<file path="src/hdl/fxa_pkg.sv">
// ----------------------------------------------------------------------------
// fxa_pkg: shared types and codes for the fixed-point ALU
// Item layouts, opcodes, decoded command and operation kinds.
// ----------------------------------------------------------------------------
package fxa_pkg;

  localparam int unsigned QDEPTH = 4;
  localparam int unsigned QPTR_W = 2;
  localparam int unsigned QCNT_W = 3;

  localparam logic [4:0] OP_ADD     = 5'd0;
  localparam logic [4:0] OP_ADDINT  = 5'd1;
  localparam logic [4:0] OP_SUB     = 5'd2;
  localparam logic [4:0] OP_SUBINT  = 5'd3;
  localparam logic [4:0] OP_MUL     = 5'd4;
  localparam logic [4:0] OP_MULINT  = 5'd5;
  localparam logic [4:0] OP_DIV     = 5'd6;
  localparam logic [4:0] OP_DIVINT  = 5'd7;
  localparam logic [4:0] OP_NEG     = 5'd8;
  localparam logic [4:0] OP_FROMINT = 5'd9;
  localparam logic [4:0] OP_TOINT   = 5'd10;
  localparam logic [4:0] OP_EQ      = 5'd11;
  localparam logic [4:0] OP_NE      = 5'd12;
  localparam logic [4:0] OP_GT      = 5'd13;
  localparam logic [4:0] OP_GE      = 5'd14;
  localparam logic [4:0] OP_LT      = 5'd15;
  localparam logic [4:0] OP_LE      = 5'd16;
  localparam logic [4:0] OP_EQINT   = 5'd17;
  localparam logic [4:0] OP_NEINT   = 5'd18;
  localparam logic [4:0] OP_GTINT   = 5'd19;
  localparam logic [4:0] OP_GEINT   = 5'd20;
  localparam logic [4:0] OP_LTINT   = 5'd21;
  localparam logic [4:0] OP_LEINT   = 5'd22;

  localparam logic [3:0] K_NONE  = 4'd0;
  localparam logic [3:0] K_ADD   = 4'd1;
  localparam logic [3:0] K_NEG   = 4'd2;
  localparam logic [3:0] K_FROM  = 4'd3;
  localparam logic [3:0] K_TOINT = 4'd4;
  localparam logic [3:0] K_MUL   = 4'd5;
  localparam logic [3:0] K_MULI  = 4'd6;
  localparam logic [3:0] K_DIV   = 4'd7;
  localparam logic [3:0] K_DIVI  = 4'd8;
  localparam logic [3:0] K_CMP   = 4'd9;

  localparam logic [2:0] R_EQ = 3'd0;
  localparam logic [2:0] R_NE = 3'd1;
  localparam logic [2:0] R_GT = 3'd2;
  localparam logic [2:0] R_GE = 3'd3;
  localparam logic [2:0] R_LT = 3'd4;
  localparam logic [2:0] R_LE = 3'd5;

  typedef struct packed {
    logic [4:0]          opcode;
    logic signed [31:0]  operand_a;
    logic signed [31:0]  operand_b;
  } in_item_t;

  typedef struct packed {
    logic signed [31:0]  result_value;
    logic                compare_true;
    logic                divide_by_zero;
  } out_item_t;

  typedef struct packed {
    logic [3:0]          kind;
    logic                sub;
    logic                use_bsh;
    logic                lhs_sh;
    logic [2:0]          rel;
    logic signed [31:0]  a;
    logic signed [31:0]  b;
  } cmd_t;

endpackage

</file>
<file path="src/hdl/fxa_fifo.sv">
// ----------------------------------------------------------------------------
// fxa_fifo: command queue
// Short register queue between the decode front and the execution back.
// ----------------------------------------------------------------------------
module fxa_fifo (
  input  logic          clk,
  input  logic          rst_n,
  input  logic          wr_en,
  input  fxa_pkg::cmd_t wr_data,
  output logic          full,
  input  logic          rd_en,
  output fxa_pkg::cmd_t rd_data,
  output logic          empty
);
  import fxa_pkg::*;

  cmd_t               mem_r [QDEPTH];
  logic [QPTR_W-1:0]  wp_r, wp_nxt, rp_r, rp_nxt;
  logic [QCNT_W-1:0]  cnt_r, cnt_nxt;
  logic               do_wr, do_rd;

  assign full    = (cnt_r == QCNT_W'(QDEPTH));
  assign empty   = (cnt_r == '0);
  assign do_wr   = wr_en && !full;
  assign do_rd   = rd_en && !empty;
  assign rd_data = mem_r[rp_r];

  always_comb begin
    wp_nxt  = do_wr ? wp_r + 1'b1 : wp_r;
    rp_nxt  = do_rd ? rp_r + 1'b1 : rp_r;
    cnt_nxt = cnt_r;
    if (do_wr && !do_rd) begin
      cnt_nxt = cnt_r + 1'b1;
    end else if (do_rd && !do_wr) begin
      cnt_nxt = cnt_r - 1'b1;
    end
  end

  always_ff @(posedge clk) begin
    if (!rst_n) begin
      wp_r  <= '0;
      rp_r  <= '0;
      cnt_r <= '0;
    end else begin
      wp_r  <= wp_nxt;
      rp_r  <= rp_nxt;
      cnt_r <= cnt_nxt;
    end
  end

  always_ff @(posedge clk) begin
    if (do_wr) begin
      mem_r[wp_r] <= wr_data;
    end
  end

endmodule

</file>
<file path="config.mk">
export PLATFORM = sky130hd
export DESIGN_NAME = fxa_fifo
export DESIGN_NICKNAME = d
export VERILOG_FILES = /design/src/hdl/fxa_pkg.sv /design/src/hdl/fxa_fifo.sv
export SDC_FILE = /design/constraint.sdc
export NUM_CORES = 1
export LEC_CHECK = 0
export BUFFER_PORTS_ARGS = -buffer_cell sky130_fd_sc_hd__buf_2
export CORE_AREA = 2 2 139 168
export CTS_CLUSTER_SIZE = 16
export DETAILED_ROUTE_END_ITERATION = 6
export DIE_AREA = 0 0 141 170
export GPL_TIMING_DRIVEN = 0
export PLACE_DENSITY = 0.73
export SETUP_SLACK_MARGIN = 0.2
export SYNTH_ARGS = -nofsm -noshare
export SYNTH_HDL_FRONTEND = slang
export SYNTH_SLANG_ARGS = --single-unit
</file>
<file path="constraint.sdc">
create_clock -name clk -period 3 [get_ports clk]
set_input_delay 0.15 -clock clk [delete_from_list [all_inputs] [get_ports clk]]
set_output_delay 0.15 -clock clk [all_outputs]
set_load 0.02 [all_outputs]
</file>
; ---- After elaboration in Yosys (flattened, before gate mapping)
; Memories as Yosys holds them, arrays and structs flattened. A register that Yosys moved wholly into a read port is not among the register bits.
; Cells that the tools add are included.
[word_totals]
output_inout_bits = 76
latch_bits = 0
input_bits = 78
ramBits = 296
romBits = 0
mem_count = 1
wordCells = 25
reg_bits = 7
[mem_list]
columns = memory, words, word_bits, read_ports, rd_ports_with_merged_regs, write_ports, line_no
row1 = mem_r, 4, 74, 1, 1, 1, fxa_fifo.sv:17  ; cmd_t mem_r [QDEPTH];
[classes]
eq_ne = 1
reduce_logical = 10
bitwise_logic = 0
n_mux = 6
addsub = 4
div_mod_pow = 0
n_mul = 0
shift = 0
order_cmp = 0
[op_table]
columns = operator, count
row1 = two-way mux 3 bit, 2
row2 = "adder 2 x 1 -> 2 bit, second input constant", 2
row3 = logical AND 1 bit, 4
row4 = logical NOT 1 bit, 4
row5 = two-way mux 2 bit, 2
row6 = "adder 3 x 1 -> 3 bit, second input constant", 1
row7 = "equality test 3 bit, second input constant", 1
row8 = logical NOT 3 bit, 1
row9 = "subtractor 3 x 1 -> 3 bit, second input constant", 1
row10 = two-way mux 1 bit, 2
row11 = nonzero test 2 bit, 1

; ---- Depth between registers and ports, before layout
[depth]
depth_word = 7
depth_mapped = 9
mapped_depth_nobuf = 8

; ---- Least setup slack after synthesis
; OpenSTA, ideal clock, no wires.
[synth_timing]
path_type = register -> register
start = register cnt_r[0]
end = memory mem_r[0][0] (netlist name) (enable)
arrival_ps = 2610
setup_ps = 440
period_less_slack_ps = 3050
required_time_ps = 2560
n_path_buf = 1
path_slack_ps = -50
path_stages_with_launch = 5
cell_sequence = dfxtp_1 > nor3b_2 > nor2b_1 > buf_2 > and2_1
[synth_between]
elab_chain_cells = 5
[synth_lines]
columns = element, line_no
row1 = from (decl), fxa_fifo.sv:19  ; logic [QCNT_W-1:0] cnt_r, cnt_nxt;
row2 = from (signal assigned), fxa_fifo.sv:47  ; cnt_r <= cnt_nxt;
row3 = equality test 3 bit, fxa_fifo.sv:22  ; assign full = (cnt_r == QCNT_W'(QDEPTH));
row4 = named net full, fxa_fifo.sv:10  ; output logic full,
row5 = logical NOT 1 bit, fxa_fifo.sv:24  ; assign do_wr = wr_en && !full;
row6 = logical AND 1 bit, fxa_fifo.sv:24
row7 = named net do_wr, fxa_fifo.sv:20  ; logic do_wr, do_rd;
row8 = two-way mux 1 bit, fxa_fifo.sv:52  ; if (do_wr) begin
row9 = two-way mux 1 bit (not written as such), fxa_fifo.sv:53  ; mem_r[wp_r] <= wr_data;
row10 = to (decl), fxa_fifo.sv:17
; The timed path passes the listed nets, and every way through them passes these cells.

; ---- Worst setup path in the final report
[layout_timing]
start = register cnt_r[0]
end = register cnt_r[2]
[layout_between]
elab_chain_cells = 6
word_cells_on_any_way = 15
classes_between = add/sub (2) / eq/ne (1) / mux (2) / reduce/logical (10)
[layout_lines]
columns = element, line_no
row1 = equality test 3 bit *, fxa_fifo.sv:22
row2 = logical NOT 1 bit *, fxa_fifo.sv:24
row3 = logical AND 1 bit *, fxa_fifo.sv:24
row4 = named net do_wr, fxa_fifo.sv:20
row5 = logical NOT 1 bit, fxa_fifo.sv:34  ; end else if (do_rd && !do_wr) begin
row6 = logical AND 1 bit, fxa_fifo.sv:34
row7 = nonzero test 2 bit (no source line), --
; The timed path passes the listed nets; every way through them passes the cells marked *. The select of a mux whose other input is x is not followed.
; A chain may end at the register's enable or synchronous reset.

==> flow_summary.rst <==
.. list-table::
   :header-rows: 1

   * - Metric
     - Value
   * - Mean Syn Cell Area
     - 25.7 sq um
   * - Total number of vias
     - 5,281
   * - Synthesized net count
     - 518
   * - Clock Pin Slew Worst Setup and Hold Paths
     - 0.06 ns
   * - H-tree level count
     - 1
   * - Critical Path Fanout Max
     - 7
   * - Worst endpoint data arrival time
     - 2.83 ns
   * - Combined area of all synthesized cells
     - 11,200 sq um
   * - Status
     - completed
   * - Critical path type
     - reg2reg
   * - P per Cell Area
     - 847 nW/um^2
   * - GRT Overall Usage
     - 17.2%
   * - Fill cells
     - 1,503
   * - Register bit count reported by yosys
     - 305
   * - Share of final-layout standard cells stronger than drive strength 1
     - 40.2%
   * - Post-layout minimum cycle time
     - 2.39 ns
   * - Cell area after placement
     - 12,400 sq um
   * - Starting density of the core
     - 50.1%
   * - Final hold vios
     - 0
   * - Fmax achieved
     - 418 MHz
   * - Kind of path behind the tightest hold check
     - in2reg
   * - Top-level I/O count
     - 154
   * - Sequential fraction of the synthesis area
     - 81.2%
   * - Sw Ratio
     - 27.8%
   * - Number of warnings printed during yosys synthesis
     - 0
   * - Routed wl met3
     - 928 um
   * - Gate Count Post-Synth
     - 434
   * - Fin crit share
     - 79.7%
   * - Via-to-Cell Ratio
     - 5.32
   * - Final worst setup slack
     - 0.609 ns
   * - Filler-free cell count of the finished design
     - 993
   * - Quantity of I/O buffers inserted on ports
     - 152
   * - Die ar.
     - 24,000 sq um
   * - WL/cell
     - 20.5 um
   * - DRT met1 WL
     - 7.94 mm
   * - Count of instances resized after the clock tree is built
     - 0
   * - Total Nets Final
     - 779
   * - Clk pwr share
     - 29.0%
   * - Final instance area
     - 14,000 sq um
   * - Final estimated routing congestion in global placement
     - 0.729
   * - Die boundary height
     - 170 um
   * - TritonCTS clock tree
     - built
   * - Drt first pass iters
     - 6
   * - Worst reg2reg setup slack
     - 0.61 ns
   * - Largest vdd supply drop
     - 0.000768 V
   * - Residual antenna-violating net count after detailed routing
     - 0
   * - Netlist cell types
     - 23
   * - Startpoint Class
     - flip-flop
   * - Relative slew margins
     - 55.4%
   * - Buffers from clock root to sink, at most
     - 3
   * - Total CTS buffers
     - 29
   * - Cell Count Post-Placement
     - 869
   * - Count of maximum capacitance violations
     - 0
   * - Lkg Pwr
     - 4.78 nW
   * - Final routed wirelength across all metal layers
     - 20.3 mm
   * - Row cnt
     - 60
   * - Endpoint class of the critical path
     - flip-flop
   * - Number of clock sinks seen by CTS
     - 305
   * - First-pass GRT wire length
     - 31.5 mm
   * - Max-slew violation count
     - 0
   * - Placeable core area
     - 22,300 sq um
   * - Insertion delay to the later sink of the worst-skew pair
     - 0.54 ns
   * - RSZ-0062 raised after global routing
     - false
   * - Largest net degree at the start of global routing
     - 39
   * - Setup TNS after final layout
     - 0 ns
   * - Transition time at the pin with the least slew margin
     - 0.670 ns
   * - Register share of total power
     - 44.7%
   * - Post-route DRC violation count
     - 0
   * - Floorplan die width
     - 141 um
   * - Number of antenna cells inserted
     - 0
   * - Worst slack at placement
     - 0.657 ns
   * - Number of endpoints failing setup at the final stage
     - 0
   * - Half-perimeter wire length after placement
     - 12.2 mm
   * - Violation count after the first detailed-route iteration
     - 271
   * - Cell chosen for the clock root
     - sky130_fd_sc_hd__clkbuf_16
   * - Met2 routed WL
     - 11.0 mm
   * - Worst Skew
     - 0.0123 ns
   * - CP Data Required Time
     - 3.44 ns
   * - Number of antenna violations at the first check in global routing
     - 0
   * - Final global-route overflow total
     - 0
   * - Internal Pwr Total
     - 8.56 mW
   * - Relative contribution of combinational cells to total power
     - 26.3%
   * - Vias in the first global route
     - 5,887
   * - Top layer reached by signal wires
     - met4
   * - Net Sw Power
     - 3.29 mW
   * - Area Overhead vs Synth
     - 25.4%
[power groups by stage]
| stage | clock, mW | combinational, mW | sequential [mW] |
|---|---|---|---|
| 6_report | 3.44 | 3.12 | 5.30 |
| 5_1_grt | 3.67 | 3.35 | 5.33 |
| 4_1_cts | 3.53 | 3.19 | 5.30 |
| 3_5_place_dp | 0 | 3.10 | 5.39 |
| 3_3_place_gp | 0 | 3.01 | 5.38 |
| 2_1_floorplan | 0 | 2.16 | 5.35 |
[cell usage in the layout, fill, tap and decap left out, drive strengths merged, types with 2 or more instances in the layout]
master,synthesis,routed
xnor2,3,3
clkbuf,2,36
buf,16,172
mux2i,3,3
edfxtp,296,296
dfxtp,9,9
nor2b,2,2
nand2,4,4
clkinv,0,11
dlygate4sd3,0,74
bufinv,0,3
mux4,74,74
inv,3,4
and2,8,8
ha,5,5
[routing by layer]
metal / track usage [%] / vias up
li1: - / 2382
met1: 20.8 / 2719
met2: 31.2 / 146
met3: 3.29 / 34
met4: 5.48 / 0
met5: 0 / -
[flip-flops by register name (all words and copies together), names as in the netlist, named ones only]
| signal | flops |
|---|---|
| mem_r | 296 |
| cnt_r | 3 |
| rp_r | 2 |
| wp_r | 2 |
[logic make-up after synthesis]
| kind of cell | after synthesis | synth area share [%] |
|---|---|---|
| buffers and inverters | 21 | 1.30 |
| multiplexers | 77 | 15.2 |
| flip-flops | 305 | 81.2 |
| AND/OR/NAND/NOR | 17 | 0.908 |
| XOR/XNOR | 4 | 0.314 |
| adder cells (fa/ha/maj) | 6 | 0.740 |
| AO/OA/AOI/OAI | 4 | 0.303 |
[cell type report]
cell class              count  area, sq um  share of cell area [%]
clock inverters            16          149                    1.06
inverters                   3         11.3                  0.0805
flip-flops and latches    305         9070                    64.8
plain buffers              18          134                   0.956
well taps                 279          349                    2.49
multi-input cells         108         1960                    14.0
clock buffers              34          744                    5.32
repair buffers            230         1580                    11.3
[synthesized netlist by cell type]
cell type	instances	area share [%]
sky130_fd_sc_hd__dfxtp_1	9	1.6
sky130_fd_sc_hd__nor2b_1	2	0.11
sky130_fd_sc_hd__nor3b_2	1	0.11
sky130_fd_sc_hd__mux2i_1	3	0.27
sky130_fd_sc_hd__edfxtp_1	296	80
sky130_fd_sc_hd__xnor2_1	3	0.24
sky130_fd_sc_hd__ha_1	5	0.56
sky130_fd_sc_hd__buf_6	7	0.71
sky130_fd_sc_hd__nand2_1	4	0.13
sky130_fd_sc_hd__xor2_1	1	0.078
sky130_fd_sc_hd__fa_1	1	0.18
sky130_fd_sc_hd__o21ai_0	1	0.045
sky130_fd_sc_hd__nor3_1	1	0.045
sky130_fd_sc_hd__and2_1	8	0.45
sky130_fd_sc_hd__clkbuf_1	2	0.067
sky130_fd_sc_hd__mux4_2	74	15
sky130_fd_sc_hd__buf_4	1	0.067
sky130_fd_sc_hd__buf_2	8	0.36
sky130_fd_sc_hd__or3_1	1	0.056
sky130_fd_sc_hd__a21boi_0	1	0.067
sky130_fd_sc_hd__o311ai_1	1	0.078
sky130_fd_sc_hd__inv_1	3	0.10
sky130_fd_sc_hd__o31ai_2	1	0.11
[metrics by stage]
stage               util (%)  total power [mW]  hold slack (ns)
floorplan                  -              7.51            0.249
global placement        55.1              8.39            0.360
detailed placement      55.4              8.49            0.368
CTS                     62.8              12.0          0.00766
global route            62.8              12.4           0.0662
finish                  62.8              11.9           0.0364
[final timing paths]
check                start        to  cells past startpoint
setup / recovery  cnt_r[0]  cnt_r[2]                      9
hold / removal       rst_n   wp_r[1]                      3
setup reg to reg  cnt_r[0]  cnt_r[2]                      9
hold reg to reg    wp_r[1]   wp_r[1]                      2
[worst max-delay path, cell delays in order, from the launching register on]
cell and delay (ns):
sky130_fd_sc_hd__dfxtp_1 0.50, sky130_fd_sc_hd__nor3b_2 0.10, sky130_fd_sc_hd__nor2b_1 0.12, sky130_fd_sc_hd__buf_2 0.21, sky130_fd_sc_hd__ha_1 0.22, sky130_fd_sc_hd__inv_1 0.07, sky130_fd_sc_hd__fa_1 0.38, sky130_fd_sc_hd__xor2_1 0.18
sky130_fd_sc_hd__or3_1 0.32, sky130_fd_sc_hd__a21boi_0 0.21
[repair_timing]
action	in CTS	in global routing
hold buffers	74	0
endpoints found under the hold margin	296	0
buffers inserted	0	0
setup endpoints to repair	0	0
(Power assumes the default switching activity.)
