`src/hdl/fxa_pkg.sv`:
```
// ----------------------------------------------------------------------------
// fxa_pkg: shared types and codes for the fixed-point ALU
// Item layouts, opcodes, decoded command and operation kinds.
// ----------------------------------------------------------------------------
package fxa_pkg;

  localparam int unsigned QDEPTH = 4;
  localparam int unsigned QPTR_W = 2;
  localparam int unsigned QCNT_W = 3;

  localparam logic [4:0] OP_ADD     = 5'd0;
  localparam logic [4:0] OP_ADDINT  = 5'd1;
  localparam logic [4:0] OP_SUB     = 5'd2;
  localparam logic [4:0] OP_SUBINT  = 5'd3;
  localparam logic [4:0] OP_MUL     = 5'd4;
  localparam logic [4:0] OP_MULINT  = 5'd5;
  localparam logic [4:0] OP_DIV     = 5'd6;
  localparam logic [4:0] OP_DIVINT  = 5'd7;
  localparam logic [4:0] OP_NEG     = 5'd8;
  localparam logic [4:0] OP_FROMINT = 5'd9;
  localparam logic [4:0] OP_TOINT   = 5'd10;
  localparam logic [4:0] OP_EQ      = 5'd11;
  localparam logic [4:0] OP_NE      = 5'd12;
  localparam logic [4:0] OP_GT      = 5'd13;
  localparam logic [4:0] OP_GE      = 5'd14;
  localparam logic [4:0] OP_LT      = 5'd15;
  localparam logic [4:0] OP_LE      = 5'd16;
  localparam logic [4:0] OP_EQINT   = 5'd17;
  localparam logic [4:0] OP_NEINT   = 5'd18;
  localparam logic [4:0] OP_GTINT   = 5'd19;
  localparam logic [4:0] OP_GEINT   = 5'd20;
  localparam logic [4:0] OP_LTINT   = 5'd21;
  localparam logic [4:0] OP_LEINT   = 5'd22;

  localparam logic [3:0] K_NONE  = 4'd0;
  localparam logic [3:0] K_ADD   = 4'd1;
  localparam logic [3:0] K_NEG   = 4'd2;
  localparam logic [3:0] K_FROM  = 4'd3;
  localparam logic [3:0] K_TOINT = 4'd4;
  localparam logic [3:0] K_MUL   = 4'd5;
  localparam logic [3:0] K_MULI  = 4'd6;
  localparam logic [3:0] K_DIV   = 4'd7;
  localparam logic [3:0] K_DIVI  = 4'd8;
  localparam logic [3:0] K_CMP   = 4'd9;

  localparam logic [2:0] R_EQ = 3'd0;
  localparam logic [2:0] R_NE = 3'd1;
  localparam logic [2:0] R_GT = 3'd2;
  localparam logic [2:0] R_GE = 3'd3;
  localparam logic [2:0] R_LT = 3'd4;
  localparam logic [2:0] R_LE = 3'd5;

  typedef struct packed {
    logic [4:0]          opcode;
    logic signed [31:0]  operand_a;
    logic signed [31:0]  operand_b;
  } in_item_t;

  typedef struct packed {
    logic signed [31:0]  result_value;
    logic                compare_true;
    logic                divide_by_zero;
  } out_item_t;

  typedef struct packed {
    logic [3:0]          kind;
    logic                sub;
    logic                use_bsh;
    logic                lhs_sh;
    logic [2:0]          rel;
    logic signed [31:0]  a;
    logic signed [31:0]  b;
  } cmd_t;

endpackage

```
`src/hdl/fxa_front.sv`:
```
// ----------------------------------------------------------------------------
// fxa_front: input stage
// Registers one item and decodes its opcode into an operation command.
// ----------------------------------------------------------------------------
module fxa_front (
  input  logic             clk,
  input  logic             rst_n,
  input  logic             in_push,
  output logic             in_full,
  input  fxa_pkg::in_item_t in_item,
  output logic             cmd_valid,
  output fxa_pkg::cmd_t    cmd,
  input  logic             q_full
);
  import fxa_pkg::*;

  logic  v_r, v_nxt;
  cmd_t  cmd_r;
  cmd_t  dec;
  logic  acc, drain;

  always_comb begin
    dec         = '0;
    dec.a       = in_item.operand_a;
    dec.b       = in_item.operand_b;
    dec.kind    = K_NONE;
    case (in_item.opcode)
      OP_ADD:     dec.kind = K_ADD;
      OP_ADDINT:  begin dec.kind = K_ADD; dec.use_bsh = 1'b1; end
      OP_SUB:     begin dec.kind = K_ADD; dec.sub = 1'b1; end
      OP_SUBINT:  begin dec.kind = K_ADD; dec.sub = 1'b1; dec.use_bsh = 1'b1; end
      OP_MUL:     dec.kind = K_MUL;
      OP_MULINT:  dec.kind = K_MULI;
      OP_DIV:     dec.kind = K_DIV;
      OP_DIVINT:  dec.kind = K_DIVI;
      OP_NEG:     dec.kind = K_NEG;
      OP_FROMINT: dec.kind = K_FROM;
      OP_TOINT:   dec.kind = K_TOINT;
      OP_EQ:      begin dec.kind = K_CMP; dec.rel = R_EQ; end
      OP_NE:      begin dec.kind = K_CMP; dec.rel = R_NE; end
      OP_GT:      begin dec.kind = K_CMP; dec.rel = R_GT; end
      OP_GE:      begin dec.kind = K_CMP; dec.rel = R_GE; end
      OP_LT:      begin dec.kind = K_CMP; dec.rel = R_LT; end
      OP_LE:      begin dec.kind = K_CMP; dec.rel = R_LE; end
      OP_EQINT:   begin dec.kind = K_CMP; dec.rel = R_EQ; dec.lhs_sh = 1'b1; end
      OP_NEINT:   begin dec.kind = K_CMP; dec.rel = R_NE; dec.lhs_sh = 1'b1; end
      OP_GTINT:   begin dec.kind = K_CMP; dec.rel = R_GT; dec.use_bsh = 1'b1; end
      OP_GEINT:   begin dec.kind = K_CMP; dec.rel = R_GE; dec.use_bsh = 1'b1; end
      OP_LTINT:   begin dec.kind = K_CMP; dec.rel = R_LT; dec.use_bsh = 1'b1; end
      OP_LEINT:   begin dec.kind = K_CMP; dec.rel = R_LE; dec.use_bsh = 1'b1; end
      default:    dec.kind = K_NONE;
    endcase
  end

  assign in_full   = v_r && q_full;
  assign acc       = in_push && !in_full;
  assign drain     = v_r && !q_full;
  assign cmd_valid = v_r;
  assign cmd       = cmd_r;

  always_comb begin
    v_nxt = v_r;
    if (acc) begin
      v_nxt = 1'b1;
    end else if (drain) begin
      v_nxt = 1'b0;
    end
  end

  always_ff @(posedge clk) begin
    if (!rst_n) begin
      v_r <= 1'b0;
    end else begin
      v_r <= v_nxt;
    end
  end

  always_ff @(posedge clk) begin
    if (acc) begin
      cmd_r <= dec;
    end
  end

endmodule

```
`config.mk`:
```
export PLATFORM = sky130hd
export DESIGN_NAME = fxa_front
export DESIGN_NICKNAME = d
export VERILOG_FILES = /design/src/hdl/fxa_pkg.sv /design/src/hdl/fxa_front.sv
export SDC_FILE = /design/constraint.sdc
export NUM_CORES = 1
export LEC_CHECK = 0
export ABC_AREA = 1
export BUFFER_PORTS_ARGS = -buffer_cell sky130_fd_sc_hd__buf_2
export CORE_UTILIZATION = 45
export CTS_CLUSTER_SIZE = 10
export DETAILED_ROUTE_END_ITERATION = 10
export PLACE_DENSITY = 0.78
export SLEW_MARGIN = 0
export SYNTH_ARGS = -nofsm -noshare
export SYNTH_HDL_FRONTEND = slang
export SYNTH_SLANG_ARGS = --single-unit
```
`constraint.sdc`:
```
create_clock -name clk -period 13.42 [get_ports clk]
set_input_delay 2.013 -clock clk [delete_from_list [all_inputs] [get_ports clk]]
set_output_delay 2.013 -clock clk [all_outputs]
set_load 0.03 [all_outputs]
```
Word-level counts from Yosys, hierarchy flattened
Index checks and enable logic that the tools add are counted.
W data, S select, Z words.

word-level totals
  flip-flop bits (word level) = 75
  input bits = 73
  output and inout bits = 76

operators by class
  multiplexer cells = 7
  equality and inequality tests = 22
  reductions and logical operators = 17

operators with widths
  operator              number
  $eq A5 B4 Y1 const B  8
  $pmux W4 S9           1
  $eq A5 B5 Y1 const B  7
  $eq A5 B3 Y1 const B  4
  $pmux W3 S5           1
  $reduce_or A2 Y1      7
  $reduce_or A12 Y1     1
  $eq A5 B2 Y1 const B  2
  $reduce_or A6 Y1      1
  $eq A5 B1 Y1 const B  1
  $logic_not A5 Y1      1
  $mux W1               5
  $reduce_or A4 Y1      1
  $logic_and A1 B1 Y1   3
  $logic_not A1 Y1      2
  $reduce_bool A2 Y1    1

Depth between registers and ports, before layout
Gate-level depths: netlist of run 1.

  depth after elaboration = 4
  depth in mapped cells = 8

Worst setup path before layout of run 1
Ideal clock, no wire load.

  kind = input-to-reg
  from = input port q_full
  to = register cmd_r (netlist bit cmd[0]) (enable)
  arrival = 5.354 ns
  path buffers = 0
  path slack = 7.559 ns
  stages on the path = 3
  required time = 12.913 ns
  cells stage by stage = nand2_1 > inv_1 > nor2_1

on the way
  longest elaborated chain between the ends = 3

ends and longest elaborated chain
  item                  RTL line         text
  start, declared       fxa_front.sv:13  input logic q_full
  $logic_and A1 B1 Y1   fxa_front.sv:55  assign in_full = v_r && q_full;
  via in_full           fxa_front.sv:9   output logic in_full,
  $logic_not A1 Y1      fxa_front.sv:56  assign acc = in_push && !in_full;
  $logic_and A1 B1 Y1   fxa_front.sv:56
  via acc               fxa_front.sv:20  logic acc, drain;
  end signal, assigned  fxa_front.sv:80  cmd_r <= dec;
  end, declared         fxa_front.sv:18  cmd_t cmd_r;

The timed path passes the listed nets, and every way through them passes these cells.
A chain may end at the register's enable or synchronous reset.

Final worst setup path of run 1
  from = input port q_full
  to = output port in_full

on the way
  longest elaborated chain between the ends = 1

ends and longest elaborated chain
  item                 RTL line
  $logic_and A1 B1 Y1  fxa_front.sv:55
  end, declared        fxa_front.sv:9

No other way between the ends.

==> run metrics, run 1 <==
hold buffer count at cts=0; vias per cell=4.59; # nets final=around 370; CP Cell Sequence=buf_2 -> nand2_1 -> inv_1 -> buf_2; Final Instance Area=about 0.0035 mm2; Clk Latency, worst-skew pair=around 0.33 ns; CTS tree=done; GRT overflow=0; syn avg cell area=about 18 um2; fin crit period=~4.5 ns; largest net degree at the start of global routing=43; post-synth cell types=15; Die H=between 70 and 80 um; most common cell after layout, fill and taps aside=buf_2; Die X=roughly 77 um; P_sw=127 uW; global-route track usage on met2=between 20 and 30%; clock buffer count from CTS=9; die area=~0.0060 mm2; Most Used Layer, Global Route=met2; met1 usage=between 15 and 20%; Post-Layout Cell Count=between 300 and 400; Sw Ratio=26.1%; first-pass GRT wire length=7.34 mm; Finish-stage setup viols=0; hpwl dp=between 3 and 4 mm; combinational cell fraction of total power=13.3%; DRT iter0 DRCs=roughly 110; GP Congestion=0.846; Final Hold Vio Count=0; fill cell count=between 400 and 500; Max Clock Skew=between 0.006 and 0.007 ns; Rows=27; Flop pwr share=56.9%; sequential fraction of the synthesis area=~88%; WL per Instance=13.2 um; Initial Util=46.5%; CP Launch Point=q_full; cell area after synthesis=between 0.002 and 0.003 mm2; syn nets=around 220; HP Class=reg -> reg; Tot Pwr=between 400 and 500 uW; R2R Path End=cmd[40]; dpl cell area=between 0.003 and 0.004 mm2; initial antenna violation count=0; vias in the first global route=approximately 1600; gr usage total=around 17%; ANT nets after route=0; Setup crit end=in_full; Final Max Tran Viols=0; met3 Track Usage GR=4.05%; most frequent CP cell=buf_2; Fin Setup TNS=0 ns; clock power share=29.8%; clock root buffer=clkbuf_8; critical path type=in -> out; worst vdd ir=approximately 80 uV; CP Launch Type=primary input; Yosys Warn Count=0; Critical Path Fanout Max=2; CP arrival=approximately 2.5 ns; RR Startpoint=cmd_valid; drt total wl=about 5 mm; ant diodes=0; Layout area overhead=39.4%; worst endpoint required time=about 11 ns; CP peak stage delay=around 0.21 ns; clk sinks=75; postcts setup bufs=0; footprint of the multi-input gates=256 um2; Tcrit/Tclk final=between 30% and 40%; Pleak=roughly 0.0016 uW; f_max=224 MHz; 1st-pass router iterations=4; Worst R2R Path Depth=4; final core occ=about two thirds; RSZ-0062 raised after global routing=false; leading cell types in the layout, fill and taps excluded=buf_2 (148), edfxtp_1 (74), nand2_1 (16), nor2_1 (16), nand3_1 (13); layout cells sized above 1=a little under three fifths; Reg area=0.00224 mm2; H-tree level count=3; Hold Path Cell Cnt=2; hold wc startpoint=cmd_valid; Port Buf Inserts=~150; CTS resizes=0; Worst Setup End Kind=output port; Internal Pwr Total=~360 uW; Syn Inst Count=around 140; Pwr Density=around 140 mW/mm2; status=completed; Clock transition at path regs=0.08 ns; Synth Register Bits=75; Slew @ Worst Pin=between 0.8 and 0.9 ns; R2R Setup Slk=about 11 ns; max_cap viols=0; Worst slew margin=around two fifths; Clock Path Buffers=2; core region area=roughly 0.0055 mm2; Ports=about 150; routed vias=1735; dpl cells=roughly 360; Slowest cell on crit path=buf_2; Residual DRC=0
[power by group through the flow]
stage          Combinational (uW)  Sequential [uW]  Clock (uW)
2_1_floorplan                10.4              313           0
3_3_place_gp                 64.1              282           0
3_5_place_dp                 65.3              283           0
4_1_cts                      65.3              277         150
5_1_grt                      68.7              278         159
6_report                     64.8              277         145
[cells by family (layout without fill, tap and decap cells)]
| kind of cell | after synthesis | count (layout) | share of synthesized area, % |
|---|---|---|---|
| and+or+nand+nor | 50 | 50 | 8.40 |
| buffers and inverters | 12 | 176 | 2.16 |
| AOI/OAI and AO/OA | 5 | 5 | 1.38 |
| DFF | 75 | 75 | 88.1 |
[registers in the layout (all words and copies together) (netlist names)]
signal / cells
cmd: 74
cmd_valid: 1
[synth_stat cells (all sizes together)]
cell type,number,area [um2]
o211ai,1,7.51
o31ai,2,15.0
inv,11,43.8
o21ai,1,5.00
nand3,13,65.1
a21boi,1,7.51
edfxtp,74,2220
dfxtp,1,20.0
nand2,18,72.6
buf,1,11.3
nor2,19,76.3
[through the flow]
stage	hold slack, ns	setup slack, ns
finish	0.508	8.95
global route	0.523	8.94
CTS	0.514	8.95
detailed placement	0.504	8.96
global placement	0.471	8.96
floorplan	0.611	7.56
[worst max-delay path, delay by kind of cell]
family	cells	cell delay [ns]
AND/OR/NAND/NOR	1	0.06
buffers and inverters	3	0.38
[metal layers]
metal	share of wire, %	routed length (um)
met4	2.1	106
met1	39	1970
met3	8.1	406
met2	50	2520
met5	0	0
[layout make-up]
type	count	share of cell area, %
Sequential cell	75	63.2
Timing Repair Buffer	149	21.1
Multi-Input combinational cell	55	7.23
Clock buffer	10	3.60
Tap cell	72	2.54
Inverter	11	1.23
Clock inverter	6	1.16
[worst min-delay path by stage]
| stage | to | slack (ns) |
|---|---|---|
| after floorplan | cmd_valid | 0.61 |
| after global placement | cmd_valid | 0.47 |
| after detailed placement | cmd_valid | 0.50 |
| after CTS | cmd_valid | 0.51 |
| after global routing | cmd_valid | 0.52 |
| final | cmd_valid | 0.51 |
(Power assumes the default switching activity.)
==> run 2: changes to the inputs <==
- ABC_AREA: 1 -> 0
- CORE_UTILIZATION: 45 -> 43
- PLACE_DENSITY: 0.78 -> 0.75
- clock period: 13.42 -> 4.25 ns (I/O delays scaled with it)
==> run metrics, run 2 <==
status=completed; CP peak stage delay=0.67 ns; WL per Instance=15.0 um; f_max=~560 MHz; Reg area=0.00224 mm2; worst vdd ir=approximately 220 uV; Clock Path Buffers=2; CP Cell Sequence=buf_2 -> and2_1 -> nor2b_4 -> buf_4; routed vias=around 1600; RSZ-0062 raised after global routing=false; DRT iter0 DRCs=78; Syn Inst Count=117; Finish-stage setup viols=0; Residual DRC=0; HP Class=in -> reg; clk sinks=75; CTS resizes=0; ys async rst share=0%; syn avg cell area=between 20 and 25 um2; Hold Path Cell Cnt=1; R2R Path End=cmd[25]; Fin Setup TNS=0 ns; cell with the most instances after synthesis=edfxtp_1; drt total wl=5.24 mm; clock buffer count from CTS=9; Die X=a little under 80 um; P_sw=402 uW; count of flip-flops with a built-in enable after synthesis=between 70 and 80; Largest register FFs=74; Synth Register Bits=75; RR Startpoint=cmd_valid; vias in the first global route=about 1500; hold buffer count at cts=0; critical path type=in -> reg; Worst Setup End Kind=flop; sequential fraction of the synthesis area=88.6%; 1st-pass router iterations=4; H-tree level count=3; first-pass GRT wire length=between 7 and 8 mm; R2R Setup Slk=approximately 2.6 ns; Clock transition at path regs=about 0.08 ns; gr usage total=around 17%; Slowest cell on crit path=buf_4; hold path endpoint=cmd[20]; Commonest cells post-synth=edfxtp_1 (74), nor2_1 (7), nand2b_1 (4); leading cell types in the layout, fill and taps excluded=buf_2 (148), edfxtp_1 (74), clkbuf_8 (9); fin crit period=approximately 1.8 ns; Initial Util=between 40% and 50%; Ports=roughly 150; most common cell after layout, fill and taps aside=buf_2; Slew @ Worst Pin=roughly 0.89 ns; top cells by area, synth=edfxtp_1 (88%), nor2_1 (1.0%), nand2b_1 (0.99%), buf_6 (0.89%), dfxtp_1 (0.79%); footprint of the multi-input gates=roughly 260 um2; hold wc startpoint=in_item[20]; fill cell count=roughly 430; Final Max Tran Viols=0; top-area cell type share of the netlist area=between 80 and 90%; Flop pwr share=between 50% and 60%; Worst slew margin=between 40% and 50%; Tcrit/Tclk final=42.3%; core region area=0.00557 mm2; Max Clock Skew=roughly 0.0060 ns; clock root buffer=clkbuf_8; Clk Latency, worst-skew pair=about 0.32 ns; CP arrival=1.75 ns; Rows=27; Tot Pwr=1600 uW; max_cap viols=0; Yosys Warn Count=0; Top FF cell, synth=edfxtp_1; dpl cells=around 330; Sw Ratio=roughly a quarter; Post-Layout Cell Count=349; syn nets=190; Internal Pwr Total=1200 uW; GP Congestion=about 0.7; Pleak=approximately 0.0015 uW; Critical Path Fanout Max=74; Final Hold Vio Count=0; ant diodes=0; hpwl dp=3.77 mm; postcts setup bufs=0; ANT nets after route=0; GRT overflow=0; # nets final=~350; post-synth cell types=26; initial antenna violation count=0; combinational cell fraction of total power=approximately an eighth; Pwr Density=454 mW/mm2; vias per cell=~4.6; Worst R2R Path Depth=3; layout cells sized above 1=60.6%; clock power share=about a third; Layout area overhead=39.4%; die area=slightly above 0.006 mm2; cell area after synthesis=around 0.0025 mm2; area leader, netlist=edfxtp_1; largest net degree at the start of global routing=75; worst endpoint required time=4.20 ns; Die H=roughly 79 um; CP Launch Type=primary input; CTS tree=done; Port Buf Inserts=148
-- run 2: changes by cell type after synthesis, sizes merged, moves of 2 or more --
cell | previous run | this run
inv | 11 | 0
nor2 | 19 | 7
o31ai | 2 | 0
nor2b | 0 | 2
o22ai | 0 | 2
nand3 | 13 | 1
and3 | 0 | 2
nand2b | 0 | 4
nand3b | 0 | 2
buf | 1 | 5
a21oi | 0 | 3
nand2 | 18 | 2
-- run 2: through the flow --
step | cell area [um2] | setup WS [ns] | hold slack (ns) | utilization, %
2_1_floorplan | 2530 | 0.931 | 0.736 | -
3_3_place_gp | 3340 | 2.14 | 0.637 | 59.9
3_5_place_dp | 3340 | 2.11 | 0.681 | 59.9
6_report | 3530 | 2.45 | 0.479 | 63.3
4_1_cts | 3530 | 2.47 | 0.459 | 63.3
5_1_grt | 3530 | 2.35 | 0.450 | 63.3
-- run 2: how the worst max path moves through the flow --
stage | slack, ns | start | depth (start not counted) | endpoint
finish | 2.45 | q_full | 4 | cmd[25]
global route | 2.35 | q_full | 4 | cmd[71]
CTS | 2.47 | q_full | 4 | cmd[73]
detailed placement | 2.11 | q_full | 4 | cmd[73]
global placement | 2.14 | q_full | 4 | cmd[35]
floorplan | 0.93 | q_full | 2 | cmd[0]
-- run 2: critical path, delay by kind of cell --
family                 cells  cell delay [ns]
buffers and inverters      2             0.77
AND/OR/NAND/NOR            2             0.28
-- run 2: area by class of cell --
class	count	share of cell area, %
flip-flops and latches	75	63.5
repair buffers	149	21.2
multi-input cells	37	7.27
clock buffers	10	3.62
well taps	72	2.55
clock inverters	6	1.84
-- run 2: layer usage --
metal,vias to the layer above,track usage [%],wire length [um]
met5,-,0,0
met4,0,7.96,41
met3,4,6.21,498
met2,87,27.7,2670
met1,748,20.3,2020
li1,771,-,-
-- run 2: kinds of logic (layout without fill, tap and decap cells) --
kind of cell | after synthesis | in the layout | synth area share [%]
flip-flops | 75 | 75 | 88.6
AO/OA/AOI/OAI | 13 | 13 | 4.00
XOR/XNOR | 1 | 1 | 0.643
buffers and inverters | 5 | 165 | 1.58
AND/OR/NAND/NOR | 23 | 23 | 5.19
-- run 2: power by group through the flow --
stage	logic [uW]	registers [uW]	clock network, uW
after floorplan	37.5	984	0
after global placement	204	891	0
after detailed placement	207	893	0
after CTS	207	876	537
after global routing	218	880	570
final	205	876	522
